<file path="config.mk">
export PLATFORM = sky130hd
export DESIGN_NAME = fjb_ctrl
export DESIGN_NICKNAME = d
export VERILOG_FILES = /design/src/rtl/fjb_pkg.sv /design/src/rtl/fjb_ctrl.sv
export SDC_FILE = /design/constraint.sdc
export NUM_CORES = 1
export LEC_CHECK = 0
export BUFFER_PORTS_ARGS = -buffer_cell sky130_fd_sc_hd__buf_2
export CAP_MARGIN = 20
export CORE_AREA = 2 2 39 41
export CTS_BUF_LIST = sky130_fd_sc_hd__clkbuf_8
export DETAILED_ROUTE_END_ITERATION = 12
export DIE_AREA = 0 0 41 43
export PLACE_DENSITY = 0.81
export SYNTH_ARGS = -nofsm -noshare
export SYNTH_HDL_FRONTEND = slang
export SYNTH_SLANG_ARGS = --single-unit
</file>
<file path="constraint.sdc">
create_clock -name clk -period 2.98 [get_ports clk]
set_clock_uncertainty 0.15 [all_clocks]
set_input_delay 0.149 -clock clk [delete_from_list [all_inputs] [get_ports clk]]
set_output_delay 0.149 -clock clk [all_outputs]
set_load 0.02 [all_outputs]
</file>
<file path="src/rtl/fjb_pkg.sv">
// shared types and constants for the frame jitter buffer
`default_nettype none
package fjb_pkg;

  localparam int unsigned PAYLOAD_BYTES = 8;

  // operation codes
  localparam logic [2:0] OP_PUSH    = 3'd0;
  localparam logic [2:0] OP_POP     = 3'd1;
  localparam logic [2:0] OP_PREDICT = 3'd2;
  localparam logic [2:0] OP_HAS     = 3'd3;
  localparam logic [2:0] OP_UPDATE  = 3'd4;
  localparam logic [2:0] OP_CLEAR   = 3'd5;

  // register indexes
  localparam logic [1:0] REG_MIN_DELAY    = 2'd0;
  localparam logic [1:0] REG_MAX_DELAY    = 2'd1;
  localparam logic [1:0] REG_TARGET_DEPTH = 2'd2;

  localparam logic [7:0] MIN_DELAY_RST    = 8'd1;
  localparam logic [7:0] MAX_DELAY_RST    = 8'd8;
  localparam logic [7:0] TARGET_DEPTH_RST = 8'd2;

  // band width above target depth
  localparam logic [8:0] BAND = 9'd2;

  localparam int unsigned ENTRY_W = 32 + 64 + 4;

  typedef struct packed {
    logic [2:0]  operation;
    logic [31:0] frame_number;
    logic [63:0] payload_in;
    logic [3:0]  payload_length_in;
  } in_t;

  typedef struct packed {
    logic        found;
    logic [63:0] payload_out;
    logic [3:0]  payload_length_out;
    logic [7:0]  delay_frames;
    logic [31:0] highest_frame;
    logic [31:0] lowest_frame;
    logic [6:0]  entry_count;
  } out_t;

  typedef struct packed {
    logic [7:0] min_delay;
    logic [7:0] max_delay;
    logic [7:0] target_depth;
  } cfg_t;

  // controller to datapath
  typedef struct packed {
    logic latch;
    logic scan_start;
    logic sh_start;
    logic sh_up;
    logic sh_from0;
    logic ins;
    logic cnt_dec;
    logic rd0;
    logic load_low;
    logic exec;
    logic finish;
  } cmd_t;

  // datapath to controller
  typedef struct packed {
    logic scan_done;
    logic shift_done;
    logic hit;
    logic pos_lt_count;
    logic will_over;
    logic one_left;
  } stat_t;

endpackage
`default_nettype wire

</file>
<file path="src/rtl/fjb_ctrl.sv">
// sequencing state machine for the frame jitter buffer
`default_nettype none
module fjb_ctrl (
  input  wire logic         clk,
  input  wire logic         rst,
  input  wire logic         start,
  input  wire logic [2:0]   op_in,
  input  wire fjb_pkg::stat_t stat,
  output logic              busy,
  output fjb_pkg::cmd_t     cmd
);

  typedef enum logic [3:0] {
    S_IDLE, S_SCAN, S_SHUP, S_INS, S_TRIM, S_POPSH, S_RD0, S_RD0W, S_EXEC, S_FIN
  } state_t;

  state_t     state;
  state_t     state_next;
  logic [2:0] op;

  assign busy = (state != S_IDLE);

  // next state and commands
  always_comb begin
    state_next = state;
    cmd = '0;
    case (state)
      S_IDLE: begin
        if (start) begin
          cmd.latch = 1'b1;
          if (op_in == fjb_pkg::OP_PUSH || op_in == fjb_pkg::OP_POP ||
              op_in == fjb_pkg::OP_PREDICT || op_in == fjb_pkg::OP_HAS) begin
            cmd.scan_start = 1'b1;
            state_next = S_SCAN;
          end else begin
            state_next = S_EXEC;
          end
        end
      end
      S_SCAN: begin
        if (stat.scan_done) begin
          if (op == fjb_pkg::OP_PUSH) begin
            if (stat.hit || !stat.pos_lt_count) begin
              state_next = S_INS;
            end else begin
              cmd.sh_start = 1'b1;
              cmd.sh_up = 1'b1;
              state_next = S_SHUP;
            end
          end else if (op == fjb_pkg::OP_POP && stat.hit) begin
            cmd.sh_start = 1'b1;
            state_next = S_POPSH;
          end else begin
            state_next = S_FIN;
          end
        end
      end
      S_SHUP: begin
        if (stat.shift_done) begin
          state_next = S_INS;
        end
      end
      S_INS: begin
        cmd.ins = 1'b1;
        if (stat.will_over) begin
          cmd.sh_start = 1'b1;
          cmd.sh_from0 = 1'b1;
          state_next = S_TRIM;
        end else begin
          state_next = S_FIN;
        end
      end
      S_TRIM: begin
        if (stat.shift_done) begin
          cmd.cnt_dec = 1'b1;
          state_next = S_FIN;
        end
      end
      S_POPSH: begin
        if (stat.shift_done) begin
          cmd.cnt_dec = 1'b1;
          state_next = stat.one_left ? S_FIN : S_RD0;
        end
      end
      S_RD0: begin
        cmd.rd0 = 1'b1;
        state_next = S_RD0W;
      end
      S_RD0W: begin
        cmd.load_low = 1'b1;
        state_next = S_FIN;
      end
      S_EXEC: begin
        cmd.exec = 1'b1;
        state_next = S_FIN;
      end
      S_FIN: begin
        cmd.finish = 1'b1;
        state_next = S_IDLE;
      end
      default: begin
        state_next = S_IDLE;
      end
    endcase
  end

  // state and latched operation
  always_ff @(posedge clk) begin
    if (rst) begin
      state <= S_IDLE;
      op    <= fjb_pkg::OP_PUSH;
    end else begin
      state <= state_next;
      if (cmd.latch) begin
        op <= op_in;
      end
    end
  end

endmodule
`default_nettype wire

</file>
# Word level (Yosys, flattened, before mapping)
# Index checks and enable logic that the tools add are counted.
dict set report totals {
  word_cells 63
  reg_bits 7
  out_inout_bits 12
  input_bits 12
}
dict set report classes {
  reduce_logical 13
  eq_ne 18
  muxes 30
}
# operator n
set ops {}
lappend ops {{two-way mux 4 bit} 10}
lappend ops {{one-hot mux 4 bit (8 select lines)} 1}
lappend ops {{equality test 4 x 3 -> 1 bit (second input constant)} 4}
lappend ops {{two-way mux 1 bit} 13}
lappend ops {{two-way mux 2 bit} 5}
lappend ops {{inequality test 2 bit (second input constant)} 5}
lappend ops {{equality test 4 x 2 -> 1 bit (second input constant)} 2}
lappend ops {{equality test 4 bit (second input constant)} 2}
lappend ops {{equality test 3 x 1 -> 1 bit (second input constant)} 2}
lappend ops {{equality test 3 x 2 -> 1 bit (second input constant)} 2}
lappend ops {{logical NOT 3 bit} 2}
lappend ops {{AND reduction 5 bit} 1}
lappend ops {{equality test 4 x 1 -> 1 bit (second input constant)} 1}
lappend ops {{logical NOT 4 bit} 1}
lappend ops {{logical OR 1 bit} 4}
lappend ops {{nonzero test 4 bit} 1}
lappend ops {{OR reduction 2 bit} 2}
lappend ops {{one-hot mux 1 bit (2 select lines)} 1}
lappend ops {{logical AND 1 bit} 1}
lappend ops {{logical NOT 1 bit} 1}

# Logic depth before layout (Yosys ltp)
dict set report logic_depth {
  ltp_word 7
  mapped_depth 6
  mapped_depth_nobuf 5
}

# Worst setup path after synthesis
# Ideal clock, no wire load.
dict set report synth_timing {
  kind {register to output}
  start {register state[1]}
  end {output cmd[8] (netlist bit)}
  stages_incl_launch_ff 6
  path_slack_ns 1.026
  t_required_ns 2.681
  arrival_time_ns 1.655
  path_cell_list {dfxtp_1 buf_6 inv_1 nor3_1 and2_1 o21bai_1}
}
# element line
set synth_lines {}
lappend synth_lines {{start: declaration} fjb_ctrl.sv:17} ;# state_t state;
lappend synth_lines {{start signal: assignment} fjb_ctrl.sv:113} ;# state <= state_next;
lappend synth_lines {{end: declaration} fjb_ctrl.sv:10} ;# output fjb_pkg::cmd_t cmd

==> impl_metrics.tcl <==
set metrics [dict create \
    outcome "finished, final reports clean" \
    syn_avg_cell_area_um2 7.51 \
    layout-drive-gt1-share_pct 31.8 \
    cp.arrival_ps 1840 \
    fp.coreArea_mm2 0.00138 \
    crit_path_end_kind "output pin" \
    critPathTopFamily "flip-flops" \
    htree_levels 1 \
    clkLatencyLatePin_ps 220 \
    gp_congestion 0.862 \
    cpPeakStageDelay_ps 720 \
    ys.flop_type "dfxtp_1" \
    multi_input_area_um2 440 \
    drv_cap 0 \
    num_vias 661 \
    hp-class "in -> reg" \
    synth.top_cell.area_share_pct 22.0 \
    async_flop_share_pct 0 \
    holdWs_ps 13.8 \
    drt_wl_total_mm 1.53 \
    min_period_ps 2140 \
    port_buffers 23 \
    vias_per_cell 5.37 \
    fmax_mhz 467 \
    vdd_drop_max_mv 0.640 \
    wl_per_cell_um 12.5 \
    cts_setup_buffers 0 \
    ys_seq_area_share_pct 22.0 \
    synthesis.area_um2 638 \
    leakage_nw 0.367 \
    setup_tns_ps 0 \
    antennaDiodeCount 0 \
    setup_viol 0 \
    synth.area.top_cells "dfxtp_1, nor2_1, mux2i_1, nand2b_1, buf_6" \
    synth_edf_count 0 \
    crit_chain "nand2b_1 -> nor3_1 -> and2_1 -> o21bai_1 -> buf_2" \
    cts-root-buf "clkbuf_8" \
    crit_required_ps 2680 \
    start_kind "register" \
    syn_nets 97 \
    cts_buffers 3 \
    post-route-period-util_pct 71.8 \
    grt_first_pass_wirelength_mm 2.44 \
    cts-resized-gates 0 \
    crit_type "reg -> out" \
    crit_fanout 21 \
    fillCellCount 136 \
    grt_max_degree 22 \
    dpl.hpwl_mm 1.21 \
    cts_hold_buf 0 \
    rows 14 \
    start_util_pct 46.1 \
    grt_usage_pct 21.0 \
    worst-slew-pin-transition_ps 633 \
    cts_tree "done" \
    grt_pass1_vias 585 \
    nNetsFinal 120 \
    synth_cell_type_count 35 \
    grt-ovfl-total 0 \
    dieArea_mm2 0.00176 \
    critPathBufInv 1 \
    area_delta_synth_final_pct 21.6 \
    clock_sink_count 7 \
    r2r_slack_ps 1090 \
    regArea_um2 140 \
    finalMaxSlewViolations 0 \
    grt_setup_unrepaired "false" \
    hold_viol 0 \
    synth_top_area_cell "dfxtp_1" \
    io_pins 24 \
    yosysWarnings 0 \
    maxSlewHeadroom_pct 57.7 \
    postRouteAntennaNets 0 \
    chipHeight_um 43 \
    drtIter0Drc 17 \
    ys_ff_latch 7 \
    die_x_um 41 \
    netlist_instances 85 \
    clk_pin_slew_ps 40 \
    crit_slowest_cell "dfxtp_1" \
    pwr_density_cell_mw_per_mm2 842 \
    clockBufferDepth 2 \
    drc 0 \
    antenna_found_initial 0 \
    first_pass_iters 4 \
]
[area by class of cell]
class / count / area share, %
Tap cell: 16 / 2.58
Clock buffer: 3 / 5.32
Sequential cell: 7 / 18.1
Inverter: 4 / 1.94
Timing Repair Buffer: 23 / 14.8
Clock inverter: 1 / 0.484
Multi-Input combinational cell: 69 / 56.8
[registers in the layout, indices dropped and copies added (netlist names)]
name and cells:
op 3, state 4
[cell families (layout without fill, tap and decap cells)]
| kind of cell | after synthesis | count (layout) | synth area share [%] |
|---|---|---|---|
| AOI/OAI and AO/OA | 18 | 18 | 22.4 |
| DFF | 7 | 7 | 22.0 |
| and+or+nand+nor | 47 | 47 | 40.4 |
| buffers and inverters | 9 | 31 | 9.02 |
| muxes | 4 | 4 | 6.27 |
[worst register-to-register path, delay by kind of cell (launching register included)]
kind | cells | cell delay, ps
simple gates | 2 | 540
compound gates | 3 | 360
flops | 1 | 720
[through the flow]
step	cells	cell area (um2)	utilization, %	total power [mW]	setup WS [ps]
after floorplan	85	638	-	0.463	1030
after global placement	119	731	52.8	0.515	1210
after detailed placement	119	731	52.8	0.525	1100
after CTS	123	776	56.1	0.658	858
after global routing	123	776	56.1	0.712	652
final	123	776	56.1	0.653	841
[report_power, final]
group / internal (mW) / switching, mW / leakage [nW]
combinational: 0.152 / 0.187 / 0.283
sequential: 0.119 / 0.0676 / 0.0573
clock: 0.0889 / 0.0391 / 0.0269
total: 0.360 / 0.294 / 0.367
[final timing paths]
kind / from / depth (start not counted) / end
worst max-delay path: state[0]$_SDFFE_PP0P_ / 5 / cmd[8]
worst min-delay path: op_in[0] / 3 / op[0]$_SDFFE_PP0P_
worst max register to register: state[0]$_SDFFE_PP0P_ / 5 / state[0]$_SDFFE_PP0P_
worst min register to register: op[2]$_SDFFE_PP0P_ / 2 / op[2]$_SDFFE_PP0P_
[cells in the mapped netlist, drive strengths merged, types with 2 or more instances]
cell type,instances
a21oi,4
nand2b,6
o21ai,3
mux2i,4
nand2,6
nor2b,2
inv,4
nor3,3
nor4b,2
dfxtp,7
and3,3
nor2,15
nand3,4
o21a,2
buf,4
[layer usage]
| layer | global-route usage (%) | up-vias | wire [um] |
|---|---|---|---|
| met5 | 0 | - | 0 |
| met2 | 32.2 | 19 | 721 |
| met4 | 12.0 | 0 | 17 |
| li1 | - | 346 | - |
| met1 | 25.2 | 294 | 712 |
| met3 | 5.24 | 2 | 83 |
[placed cells by master, fill, tap and decap left out, types with 2 or more instances in the layout]
cell type,Yosys,layout
clkbuf_8,0,3
nor2_1,14,14
nor3_1,3,3
nand3_1,4,4
and3_1,3,3
o21ai_0,2,2
nand2_1,6,6
buf_2,1,23
nand2b_1,6,6
a21oi_1,4,4
mux2i_1,4,4
o21a_1,2,2
dfxtp_1,7,7
inv_1,4,5
nor2b_1,2,2
Note: power is estimated with default switching activity, not from simulation.
